File: config.mk
export PLATFORM = sky130hd
export DESIGN_NAME = binary_lsd_radix_sorter_core_flat
export DESIGN_NICKNAME = d
export VERILOG_FILES = /design/src/rtl/lsdrs_pkg.sv /design/src/rtl/lsdrs_item_if.sv /design/src/rtl/lsdrs_result_if.sv /design/src/rtl/lsdrs_ram.sv /design/src/rtl/lsdrs_seq.sv /design/src/rtl/binary_lsd_radix_sorter_core.sv /design/src/flat_wrapper.sv
export SDC_FILE = /design/constraint.sdc
export NUM_CORES = 2
export LEC_CHECK = 0
export ABC_AREA = 0
export BUFFER_PORTS_ARGS = -buffer_cell sky130_fd_sc_hd__buf_2
export CAP_MARGIN = 20
export CORE_ASPECT_RATIO = 0.9
export CORE_UTILIZATION = 50
export CTS_CLUSTER_DIAMETER = 40
export DETAILED_ROUTE_END_ITERATION = 8
export GPL_TIMING_DRIVEN = 0
export PLACE_DENSITY = 0.66
export SYNTH_ARGS = -nofsm -noshare
export SYNTH_HDL_FRONTEND = slang
export SYNTH_SLANG_ARGS = --single-unit
File: constraint.sdc
create_clock -name clk -period 16 [get_ports clk]
set_clock_uncertainty 0.05 [all_clocks]
set_input_delay 0.8 -clock clk [delete_from_list [all_inputs] [get_ports clk]]
set_output_delay 0.8 -clock clk [all_outputs]
set_load 0.01 [all_outputs]
File: src/rtl/lsdrs_pkg.sv
// Shared constants and types for the binary LSD radix sorter.
// No dependencies; the interfaces, the sequencer and the top level import this package.
`default_nettype none
package lsdrs_pkg;

	// Store capacity and value width
	localparam int MAX_ITEMS  = 64;
	localparam int VALUE_BITS = 16;

	// Derived widths: RAM index, item count (holds MAX_ITEMS), bit position
	localparam int IDX_W = $clog2(MAX_ITEMS);
	localparam int CNT_W = $clog2(MAX_ITEMS + 1);
	localparam int BIT_W = $clog2(VALUE_BITS + 1);

	// Logical access to the two-bank store, issued by the sequencer
	typedef struct packed {
		logic                  we;
		logic                  wbank;
		logic [IDX_W-1:0]      waddr;
		logic [VALUE_BITS-1:0] wdata;
		logic                  re;
		logic                  rbank;
		logic [IDX_W-1:0]      raddr;
	} ram_req_t;

endpackage
`default_nettype wire

File: src/rtl/lsdrs_item_if.sv
// Input channel: valid/ready handshake carrying one value and its last mark.
// Depends on lsdrs_pkg for the value width.
`default_nettype none
interface lsdrs_item_if;
	import lsdrs_pkg::*;

	logic                  valid;
	logic                  ready;
	logic [VALUE_BITS-1:0] item_value;
	logic                  is_last_in;

	modport source (output valid, item_value, is_last_in, input ready);
	modport sink (input valid, item_value, is_last_in, output ready);
endinterface
`default_nettype wire

File: src/rtl/lsdrs_result_if.sv
// Output channel: valid/ready handshake carrying one sorted value and flags.
// Depends on lsdrs_pkg for the value width.
`default_nettype none
interface lsdrs_result_if;
	import lsdrs_pkg::*;

	logic                  valid;
	logic                  ready;
	logic [VALUE_BITS-1:0] sorted_value;
	logic                  is_last_out;
	logic                  overflow_seen;

	modport source (output valid, sorted_value, is_last_out, overflow_seen, input ready);
	modport sink (input valid, sorted_value, is_last_out, overflow_seen, output ready);
endinterface
`default_nettype wire

File: src/rtl/lsdrs_ram.sv
// Generic simple dual-port RAM: one write port, one read port, registered read.
// No dependencies.
`default_nettype none
module lsdrs_ram #(
	parameter int WIDTH = 16,
	parameter int DEPTH = 64
) (
	input  wire logic                     clk,
	input  wire logic                     we,
	input  wire logic [$clog2(DEPTH)-1:0] waddr,
	input  wire logic [WIDTH-1:0]         wdata,
	input  wire logic [$clog2(DEPTH)-1:0] raddr,
	output logic      [WIDTH-1:0]         rdata
);

	logic [WIDTH-1:0] mem [DEPTH];

	// Write, and registered read
	always_ff @(posedge clk) begin
		if (we) begin
			mem[waddr] <= wdata;
		end
		rdata <= mem[raddr];
	end

endmodule
`default_nettype wire

File: src/rtl/lsdrs_seq.sv
// Sequencer of the radix sorter: load, per-bit partition passes, emission.
// Depends on lsdrs_pkg, lsdrs_item_if and lsdrs_result_if.
`default_nettype none
module lsdrs_seq (
	input  wire logic                            clk,
	input  wire logic                            arst_n,
	lsdrs_item_if.sink                           items,
	lsdrs_result_if.source                       results,
	output lsdrs_pkg::ram_req_t                  req,
	input  wire logic [lsdrs_pkg::VALUE_BITS-1:0] rdata
);
	import lsdrs_pkg::*;

	typedef enum logic [1:0] {S_LOAD, S_CHECK, S_PASS, S_EMIT} state_t;

	state_t                state_q;
	logic [CNT_W-1:0]      count_q;
	logic [VALUE_BITS-1:0] largest_q;
	logic                  dropped_q;
	logic [BIT_W-1:0]      bit_q;
	logic                  sel_q;
	logic [CNT_W-1:0]      zc_q;
	logic [CNT_W-1:0]      zn_q;
	logic [CNT_W-1:0]      rd_idx_q;
	logic [CNT_W-1:0]      zp_q;
	logic [CNT_W-1:0]      op_q;
	logic                  rd_v_s1;
	logic                  last_s1;
	logic                  out_v_q;
	logic [VALUE_BITS-1:0] out_val_q;
	logic                  out_last_q;
	logic                  out_ovf_q;

	logic                  accept_in;
	logic                  full;
	logic                  load_we;
	logic                  pass_we;
	logic                  issue_pass;
	logic                  issue_emit;
	logic [VALUE_BITS-1:0] sh_cur;
	logic [VALUE_BITS-1:0] sh_next;
	logic                  cur_one;
	logic                  next_one;
	logic [BIT_W-1:0]      nbit_pos;
	logic [CNT_W-1:0]      one_pos;
	logic [CNT_W-1:0]      rd_idx_inc;
	logic                  more_bits;

	// Handshake and issue conditions
	always_comb begin
		items.ready = (state_q == S_LOAD);
		accept_in   = items.valid && items.ready;
		full        = (count_q == CNT_W'(MAX_ITEMS));
		load_we     = accept_in && !full;
		issue_pass  = (state_q == S_PASS) && (rd_idx_q != count_q);
		issue_emit  = (state_q == S_EMIT) && (rd_idx_q != count_q) && !rd_v_s1
			&& (!out_v_q || results.ready);
		pass_we     = rd_v_s1 && (state_q == S_PASS);
		rd_idx_inc  = rd_idx_q + CNT_W'(1);
		more_bits   = (bit_q < BIT_W'(VALUE_BITS)) && ((largest_q >> bit_q) != '0);
	end

	// Classify the read item on the current bit and on the next one
	always_comb begin
		nbit_pos = bit_q + BIT_W'(1);
		sh_cur   = rdata >> bit_q;
		sh_next  = rdata >> nbit_pos;
		cur_one  = sh_cur[0];
		next_one = sh_next[0];
		one_pos  = zc_q + op_q;
	end

	// Drive the store: loads go to bank 0, a pass moves items to the other bank
	always_comb begin
		req.we    = load_we || pass_we;
		req.re    = issue_pass || issue_emit;
		req.rbank = sel_q;
		req.raddr = rd_idx_q[IDX_W-1:0];
		if (load_we) begin
			req.wbank = 1'b0;
			req.waddr = count_q[IDX_W-1:0];
			req.wdata = items.item_value;
		end else begin
			req.wbank = ~sel_q;
			req.waddr = cur_one ? one_pos[IDX_W-1:0] : zp_q[IDX_W-1:0];
			req.wdata = rdata;
		end
	end

	// Present the output register
	always_comb begin
		results.valid         = out_v_q;
		results.sorted_value  = out_val_q;
		results.is_last_out   = out_last_q;
		results.overflow_seen = out_ovf_q;
	end

	// State, counters and output register
	always_ff @(posedge clk or negedge arst_n) begin
		if (!arst_n) begin
			state_q    <= S_LOAD;
			count_q    <= '0;
			largest_q  <= '0;
			dropped_q  <= 1'b0;
			bit_q      <= '0;
			sel_q      <= 1'b0;
			zc_q       <= '0;
			zn_q       <= '0;
			rd_idx_q   <= '0;
			zp_q       <= '0;
			op_q       <= '0;
			rd_v_s1    <= 1'b0;
			last_s1    <= 1'b0;
			out_v_q    <= 1'b0;
			out_val_q  <= '0;
			out_last_q <= 1'b0;
			out_ovf_q  <= 1'b0;
		end else begin
			rd_v_s1 <= issue_pass || issue_emit;

			// Free the output register once its transaction completes
			if (out_v_q && results.ready) begin
				out_v_q <= 1'b0;
			end

			unique case (state_q)
				S_LOAD: begin
					if (accept_in) begin
						if (!full) begin
							count_q <= count_q + CNT_W'(1);
							if (items.item_value > largest_q) begin
								largest_q <= items.item_value;
							end
							if (!items.item_value[0]) begin
								zc_q <= zc_q + CNT_W'(1);
							end
						end else begin
							dropped_q <= 1'b1;
						end
						if (items.is_last_in) begin
							state_q <= S_CHECK;
						end
					end
				end
				S_CHECK: begin
					rd_idx_q <= '0;
					zp_q     <= '0;
					op_q     <= '0;
					zn_q     <= '0;
					state_q  <= more_bits ? S_PASS : S_EMIT;
				end
				S_PASS: begin
					if (issue_pass) begin
						rd_idx_q <= rd_idx_inc;
					end
					// Place the returning item and count zeros of the next bit
					if (rd_v_s1) begin
						if (cur_one) begin
							op_q <= op_q + CNT_W'(1);
						end else begin
							zp_q <= zp_q + CNT_W'(1);
						end
						if (!next_one) begin
							zn_q <= zn_q + CNT_W'(1);
						end
					end else if (!issue_pass) begin
						// Pass drained: advance to the next bit, swap banks
						bit_q   <= nbit_pos;
						sel_q   <= ~sel_q;
						zc_q    <= zn_q;
						state_q <= S_CHECK;
					end
				end
				S_EMIT: begin
					if (issue_emit) begin
						rd_idx_q <= rd_idx_inc;
						last_s1  <= (rd_idx_inc == count_q);
					end
					if (rd_v_s1) begin
						out_v_q    <= 1'b1;
						out_val_q  <= rdata;
						out_last_q <= last_s1;
						out_ovf_q  <= dropped_q;
						// Final item placed in the output register: start a new set
						if (last_s1) begin
							state_q   <= S_LOAD;
							count_q   <= '0;
							largest_q <= '0;
							dropped_q <= 1'b0;
							zc_q      <= '0;
							bit_q     <= '0;
							sel_q     <= 1'b0;
						end
					end
				end
				default: begin
					state_q <= S_LOAD;
				end
			endcase
		end
	end

endmodule
`default_nettype wire

File: src/rtl/binary_lsd_radix_sorter_core.sv
// Top level of the binary LSD radix sorter: sequencer and two store banks.
// Depends on lsdrs_pkg, lsdrs_item_if, lsdrs_result_if, lsdrs_ram, lsdrs_seq.
//
// Values are loaded one per cycle into a 64-entry store until a transaction
// marked last arrives; values beyond 64 are dropped and reported through
// overflow_seen on every result of that set. The set is then sorted by one
// stable partition pass per bit, from bit zero up to the highest set bit of
// the largest value, moving the items between two RAM banks that each have one
// read and one write port. A set is loaded item by item, then runs P passes
// (0 to 16), each with a setup step in S_CHECK, one RAM read per item and
// steps to place the last item and close the pass, then a decision step in
// S_CHECK, then emission, which waits while the output side is not ready; the
// RAM read port sets the per-item cost of each pass. No input is taken from
// the last input until the final sorted value has been placed in the output
// register.
`default_nettype none
module binary_lsd_radix_sorter_core (
	input wire logic       clk,
	input wire logic       arst_n,
	lsdrs_item_if.sink     items,
	lsdrs_result_if.source results
);
	import lsdrs_pkg::*;

	ram_req_t              req;
	logic [VALUE_BITS-1:0] rdata;
	logic [VALUE_BITS-1:0] rdata0;
	logic [VALUE_BITS-1:0] rdata1;
	logic                  rbank_q;
	logic                  we0;
	logic                  we1;

	// Sequencer
	lsdrs_seq u_seq (
		.clk     (clk),
		.arst_n  (arst_n),
		.items   (items),
		.results (results),
		.req     (req),
		.rdata   (rdata)
	);

	// Steer writes to one bank
	assign we0 = req.we && !req.wbank;
	assign we1 = req.we && req.wbank;

	lsdrs_ram #(.WIDTH(VALUE_BITS), .DEPTH(MAX_ITEMS)) u_bank0 (
		.clk   (clk),
		.we    (we0),
		.waddr (req.waddr),
		.wdata (req.wdata),
		.raddr (req.raddr),
		.rdata (rdata0)
	);

	lsdrs_ram #(.WIDTH(VALUE_BITS), .DEPTH(MAX_ITEMS)) u_bank1 (
		.clk   (clk),
		.we    (we1),
		.waddr (req.waddr),
		.wdata (req.wdata),
		.raddr (req.raddr),
		.rdata (rdata1)
	);

	// Select read data by a registered copy of the read bank, matching the registered RAM read
	always_ff @(posedge clk or negedge arst_n) begin
		if (!arst_n) begin
			rbank_q <= 1'b0;
		end else begin
			rbank_q <= req.rbank;
		end
	end

	assign rdata = rbank_q ? rdata1 : rdata0;

	// A pass never writes the bank it is reading
	a_bank_split: assert property (@(posedge clk) disable iff (!arst_n)
		(req.we && req.re) |-> (req.wbank != req.rbank))
		else $error("read and write hit the same bank");

	// Loading resumes only with the final result (or nothing) in the output register
	a_reload: assert property (@(posedge clk) disable iff (!arst_n)
		$rose(items.ready) |-> (!results.valid || results.is_last_out))
		else $error("input reopened before the final result");

	// No input is taken while a set is still being emitted
	a_no_load_in_emit: assert property (@(posedge clk) disable iff (!arst_n)
		(results.valid && !results.is_last_out) |-> !items.ready)
		else $error("input open during emission");

endmodule
`default_nettype wire

File: src/flat_wrapper.sv
// flat-port wrapper written by rule: the top's interface ports become plain ports
module binary_lsd_radix_sorter_core_flat import lsdrs_pkg::*;
  (clk, arst_n, items_valid, items_item_value, items_is_last_in, items_ready, results_valid, results_sorted_value, results_is_last_out, results_overflow_seen, results_ready);
  lsdrs_item_if items_i ();
  lsdrs_result_if results_i ();
  input wire logic clk;
  input wire logic arst_n;
  input wire logic [$bits(items_i.valid)-1:0] items_valid;
  input wire logic [$bits(items_i.item_value)-1:0] items_item_value;
  input wire logic [$bits(items_i.is_last_in)-1:0] items_is_last_in;
  output wire logic [$bits(items_i.ready)-1:0] items_ready;
  output wire logic [$bits(results_i.valid)-1:0] results_valid;
  output wire logic [$bits(results_i.sorted_value)-1:0] results_sorted_value;
  output wire logic [$bits(results_i.is_last_out)-1:0] results_is_last_out;
  output wire logic [$bits(results_i.overflow_seen)-1:0] results_overflow_seen;
  input wire logic [$bits(results_i.ready)-1:0] results_ready;
  assign items_i.valid = items_valid;
  assign items_i.item_value = items_item_value;
  assign items_i.is_last_in = items_is_last_in;
  assign items_ready = items_i.ready;
  assign results_valid = results_i.valid;
  assign results_sorted_value = results_i.sorted_value;
  assign results_is_last_out = results_i.is_last_out;
  assign results_overflow_seen = results_i.overflow_seen;
  assign results_i.ready = results_ready;
  binary_lsd_radix_sorter_core u_core (.clk(clk), .arst_n(arst_n), .items(items_i), .results(results_i));
endmodule
=== Word level (Yosys, flattened, before mapping) ===
Memories as Yosys holds them, arrays and structs flattened. A register that Yosys moved wholly into a read port is not among the register bits.
Cells that the tools add are included.

* Add/sub/neg operators: 8
* Magnitude comparators: 2
* Equal/unequal tests: 22
* Shift-type cells: 3
* Muxes and demuxes: 60
* Bitwise gates (word level): 1
* Reductions and logical operators: 37

{| class="wikitable"
|+ Operators with widths
! kind !! number
|-
| $mux 7 || 17
|-
| $mux 16 || 6
|-
| $pmux 7 s2 || 4
|-
| $add 7x1->7 const B || 6
|-
| $pmux 7 s3 || 2
|-
| $pmux 16 s2 || 1
|-
| $shr 16x5->1 || 2
|-
| $ne 2x2->1 const B || 13
|-
| $mux 23 || 1
|-
| $mux 5 || 4
|-
| $gt 16x16->1 || 1
|-
| $reduce_bool 16->1 || 1
|-
| $shr 16x5->16 || 1
|-
| $reduce_and 5->1 || 3
|-
| $mux 1 || 14
|-
| $mux 2 || 6
|-
| $reduce_and 3->1 || 4
|-
| $reduce_and 6->1 || 2
|-
| $logic_and 1x1->1 || 11
|-
| $pmux 5 s2 || 1
|-
| $pmux 2 s4 || 1
|-
| $reduce_and 8->1 || 1
|-
| $eq 7x7->1 || 1
|-
| $eq 7x7->1 const B || 1
|-
| 16 further kinds || 29
|}

* Register bits after elaboration: 89
* RAM bits: 2048
* Input port bits: 21
* Output and inout port bits: 20
* Memories kept: 2

{| class="wikitable"
|+ Memories
! name !! depth !! bits a word !! read ports !! clocked after memory_dff !! write ports !! RTL line !! source
|-
| u_core.u_bank0.mem || 64 || 16 || 1 || 1 || 1 || lsdrs_ram.sv:16 || <nowiki>logic [WIDTH-1:0] mem [DEPTH];</nowiki>
|-
| u_core.u_bank1.mem || 64 || 16 || 1 || 1 || 1 || lsdrs_ram.sv:16 ||
|}

=== Depth between registers and ports, before layout ===
* Word-level depth: 8
* Depth in mapped cells: 12

=== By module ===
Synthesis repeated with hierarchy kept, for this count alone.

* Cell total of the unflattened synthesis: 4292
* Area, all modules: 85911.1 um^2

{| class="wikitable"
|+ Modules (own cells, without submodules)
! module !! instances !! cells an instance !! area each (um^2) !! seq. area each (um^2)
|-
| lsdrs_ram || 2 || 1829 || 40042.2 || 31069.8
|-
| lsdrs_seq || 1 || 613 || 5540.3 || 2102.0
|-
| binary_lsd_radix_sorter_core || 1 || 21 || 286.5 || 25.0
|}

=== Worst setup path before layout ===
Ideal clock, no wire load.

* Path type: input-to-reg
* Start point: input items_valid
* End point: memory u_core.u_bank0.mem[0][10], data pin
* Arrival: 5295 ps
* Data required time: 15058 ps
* Setup slack: 9763 ps
* Stages on the path: 6
* Buffers on the path: 2
* Cells stage by stage: and2_0 -> nand2_1 -> clkbuf_1 -> buf_1 -> nor2_1 -> a21oi_1

{| class="wikitable"
|+ RTL lines
! item !! RTL line !! source
|-
| start, declared || flat_wrapper.sv:8 || <nowiki>input wire logic [$bits(items_i.valid)-1:0] items_valid;</nowiki>
|-
| end, declared || lsdrs_ram.sv:16 ||
|}

=== Worst setup path after layout ===
* Start point: register u_core.u_seq.state_q[1]
* End point: memory u_core.u_bank1.mem[19][4] (enable)

* Cells in the longest elaborated chain, start to end: 7

{| class="wikitable"
|+ RTL lines
! item !! RTL line !! source
|-
| start, declared || lsdrs_seq.sv:16 || <nowiki>state_t state_q;</nowiki>
|-
| start signal, assigned || lsdrs_seq.sv:150 || <nowiki>state_q <= more_bits ? S_PASS : S_EMIT;</nowiki>
|-
| $logic_not 2->1 || lsdrs_seq.sv:51 || <nowiki>items.ready = (state_q == S_LOAD);</nowiki>
|-
| $logic_and 1x1->1 || lsdrs_seq.sv:52 || <nowiki>accept_in = items.valid && items.ready;</nowiki>
|-
| $logic_and 1x1->1 || lsdrs_seq.sv:54 || <nowiki>load_we = accept_in && !full;</nowiki>
|-
| $mux 23 / $logic_or 1x1->1 (equally long branches) || lsdrs_seq.sv:79, lsdrs_seq.sv:75 ||
|-
| $logic_and 1x1->1 || binary_lsd_radix_sorter_core.sv:45 || <nowiki>assign we1 = req.we && req.wbank;</nowiki>
|-
| $mux 1 || lsdrs_ram.sv:20 || <nowiki>if (we) begin</nowiki>
|-
| $mux 1 (not written as such) || lsdrs_ram.sv:21 || <nowiki>mem[waddr] <= wdata;</nowiki>
|-
| end, declared || lsdrs_ram.sv:16 ||
|}

Several ways; a longest one is shown, not always the timed one.

==> metrics.csv <==
metric,value,unit
min_from,items_item_value[2],
r2r-start,u_core.u_seq.state_q[1],
io_pins,41,
cts_hold_buf,1,
cap_violations,0,
synth.distinct_cells,62,
yosys-top-cells-area,"edfxtp_1 73%, mux4_2 18%, dfrtp_1 2.5%, nor2_1 0.84%, dfxtp_1 0.76%",
clk_pin_slew_worst_paths,0.06,ns
whs_path_depth,3,
drtAntennaViolNets,0,
worstSetupPathType,flip-flop to flip-flop,
die_h,392,µm
yosys_warnings,0,
crit_arrival,6.22,ns
viasPerCell,6.33,
gr-total-overflow,0,
io_buffers,40,
cts_tree,yes,
critPathMaxFanout,16,
period_needed,5.81,ns
yosysTopAreaCellShare,72.8,%
syn_area,84500,µm²
slowest_stage,nor2_2,
route.detailed.drc,0,
crit_path_end_kind,flip-flop,
drtPass1Iterations,6,
detail_route.wl_per_cell,32.8,µm
finalHoldViolCount,0,
hold_class,input pin to flip-flop,
syn_avg_cell_area,22.6,µm²
tns,0,ns
syn2layout_area_growth,17.4,%
synthCells,3739,
rsz0062_at_grt,false,
hold_path_end,u_core.u_seq.largest_q[2],
path_cells,clkbuf_1 -> nor2_1 -> and2_0 -> and2_1 -> clkbuf_1 -> nor2_1 -> mux2i_1 -> a21boi_0 -> nand4_1 -> nor2_2,
nFillCells,11600,
relSlewSlack,20.9,%
num_rows,142,
synth-seq-cells,2165,
maxSlewViolCount,0,
dieArea,171000,µm²
synth-edff-count,2048,
synth_ff_type,edfxtp_1,
outcome,"complete, no violations",
synth-seq-area-share,76.1,%
cts_max_level,4,
totalWireLength,218,mm
globalplace.congestion,0.885,
critPathMaxStageDelay,1.14,ns
drtIter0Drc,5534,
hpwlAfterDp,150,mm
finalNetCount,4236,
cp.required,16.41,ns
grt_pass1_wl,308,mm
clock_latency,0.86,ns
start_kind,flip-flop,
cts_resized,0,
yosysTopAreaCell,edfxtp_1,
fmax,0.172,GHz
grt_antenna_before_repair,3,
drive_gt1_share,33.1,%
fin_crit_sh,36.3,%
synthArstFlopShare,3.93,%
synthesis.nets,3790,
numCtsBuffers,237,
grt_use_total,25.7,%
cts_sinks,2165,
setup_viol,0,
start_util,50.5,%
whs,0.191,ns
cts_root_buf,clkbuf_16,
grt_max_degree,45,
clockBufferDepth,3,
r2r-end,u_core.u_bank1.mem[19][4],
ir_drop,0.000214,V
reg2reg_setup_slack,10.19,ns
cts_setup_buffers,0,
via_count,42000,
r2r_cells,10,
powerDensity,214,nW/µm²
die-width,435,µm
p_leak,31.4,nW
core_area,167000,µm²
tightest_slew,1.18,ns
grt_pass1_vias,41200,
cell families (layout without fill, tap and decap cells):
logic type	Yosys count	count (layout)	synth area share, %
DFF	2165	2165	76.1
buffers and inverters	225	880	1.06
AOI/OAI and AO/OA	159	159	1.13
and+or+nand+nor	391	391	1.97
muxes	733	733	18.9
other	0	5	0
xor gates and xnor gates	36	36	0.373
adders and majority gates	30	30	0.453
Yosys cell counts (3+ instances only):
master / number
a31oi_1: 4
nand2_1: 116
edfxtp_1: 2048
a211oi_1: 5
dfrtp_1: 85
or3_1: 6
buf_1: 50
buf_2: 5
mux2_2: 4
o21a_1: 4
nand4_1: 15
o31ai_1: 8
nor3_1: 7
and3_1: 7
nor4_1: 4
a21oi_1: 44
a21boi_0: 4
o22ai_1: 3
a21o_1: 5
dfxtp_1: 32
nand3_1: 20
o211ai_1: 4
nor2b_1: 7
xnor2_1: 11
nand2b_1: 8
ha_1: 29
mux4_1: 7
mux4_2: 683
xor2_1: 25
mux2i_1: 39
o21bai_1: 3
nor2_1: 190
inv_1: 24
clkbuf_1: 139
and2_1: 4
buf_6: 3
o21ai_0: 56
worst max-delay path by stage:
stage	from	to	slack, ns	cells after the start
after floorplan	items_valid	u_core.u_bank0.mem[0][10]	9.76	6
after global placement	items_valid	u_core.u_bank1.mem[50][9]	3.29	7
after detailed placement	items_valid	u_core.u_bank1.mem[19][4]	10.36	9
after CTS	u_core.u_seq.state_q[1]	u_core.u_bank1.mem[20][0]	10.39	10
after global routing	u_core.u_seq.state_q[1]	u_core.u_bank1.mem[19][0]	9.96	10
final	u_core.u_seq.state_q[1]	u_core.u_bank1.mem[19][4]	10.19	10
flip-flops by register name, summed over array words and instances, names as in the netlist:
register	flops
u_core.u_seq.op_q	6
u_core.u_bank1.rdata	16
u_core.u_seq.count_q	7
u_core.u_seq.last_s1	1
u_core.u_seq.zc_q	6
u_core.u_seq.dropped_q	1
u_core.u_seq.results.sorted_value	16
u_core.u_seq.sel_q	1
u_core.u_seq.bit_q	5
u_core.u_bank0.rdata	16
u_core.u_seq.state_q	2
u_core.rbank_q	1
u_core.u_bank1.mem	1024
u_core.u_seq.largest_q	16
u_core.u_seq.rd_idx_q	7
u_core.u_seq.zp_q	6
u_core.u_seq.results.overflow_seen	1
u_core.u_seq.zn_q	6
u_core.u_bank0.mem	1024
u_core.u_seq.results.valid	1
u_core.u_seq.rd_v_s1	1
u_core.u_seq.results.is_last_out	1
power breakdown:
group | total, W | switching (W) | internal (W)
Combinational | 0.00781 | 0.00502 | 0.00279
Clock | 0.00556 | 0.00234 | 0.00322
Sequential | 0.00783 | 0.000138 | 0.00769
Total | 0.0212 | 0.00749 | 0.0137
metal layers:
| layer | vias up | GRT usage, % | share of wire [%] |
|---|---|---|---|
| li1 | 16800 | - | - |
| met1 | 22500 | 37.7 | 41 |
| met2 | 2345 | 37.7 | 45 |
| met3 | 319 | 7.39 | 11 |
| met4 | 4 | 7.88 | 2.9 |
| met5 | - | 0 | 0.015 |
stage by stage:
stage	instances	util (%)	worst slack (ns)	cell area [µm²]	power [W]
after global routing	6627	59.3	9.96	99100	0.0218
after CTS	6619	59.2	10.39	99000	0.0212
final	6631	59.3	10.19	99100	0.0212
after global placement	6011	52.3	3.29	87500	0.0154
after detailed placement	6170	54.4	10.36	90900	0.0156
after floorplan	3739	-	9.76	84500	0.0120
layout make-up:
class	count	area, µm²	area share (%)
Clock inverter	172	1860	1.88
Inverter	25	93.8	0.0946
Clock buffer	276	6230	6.29
Buffer	200	810	0.816
Tap cell	2232	2790	2.82
Multi-Input combinational cell	1349	19800	20.0
Antenna cell	5	12.5	0.0126
Timing Repair Buffer	207	3250	3.28
Sequential cell	2165	64300	64.8
layout by cell type, fill, tap and decap left out, types with 47 or more instances in the layout:
master	instances
edfxtp_1	2048
mux4_2	683
clkbuf_16	243
clkbuf_1	162
nor2_2	128
nand2_1	116
buf_8	88
dfrtp_1	85
nor2_1	62
o21ai_0	56
buf_1	50
buf_12	47
critical path, delay by kind of cell, from the launching register on:
kind	cells	cell delay (ns)
AND/OR/NAND/NOR	6	3.24
AO/OA/AOI/OAI	1	0.95
buffers and inverters	2	0.59
flip-flops	1	0.36
multiplexers	1	0.21
Note: power is estimated with default switching activity, not from simulation.
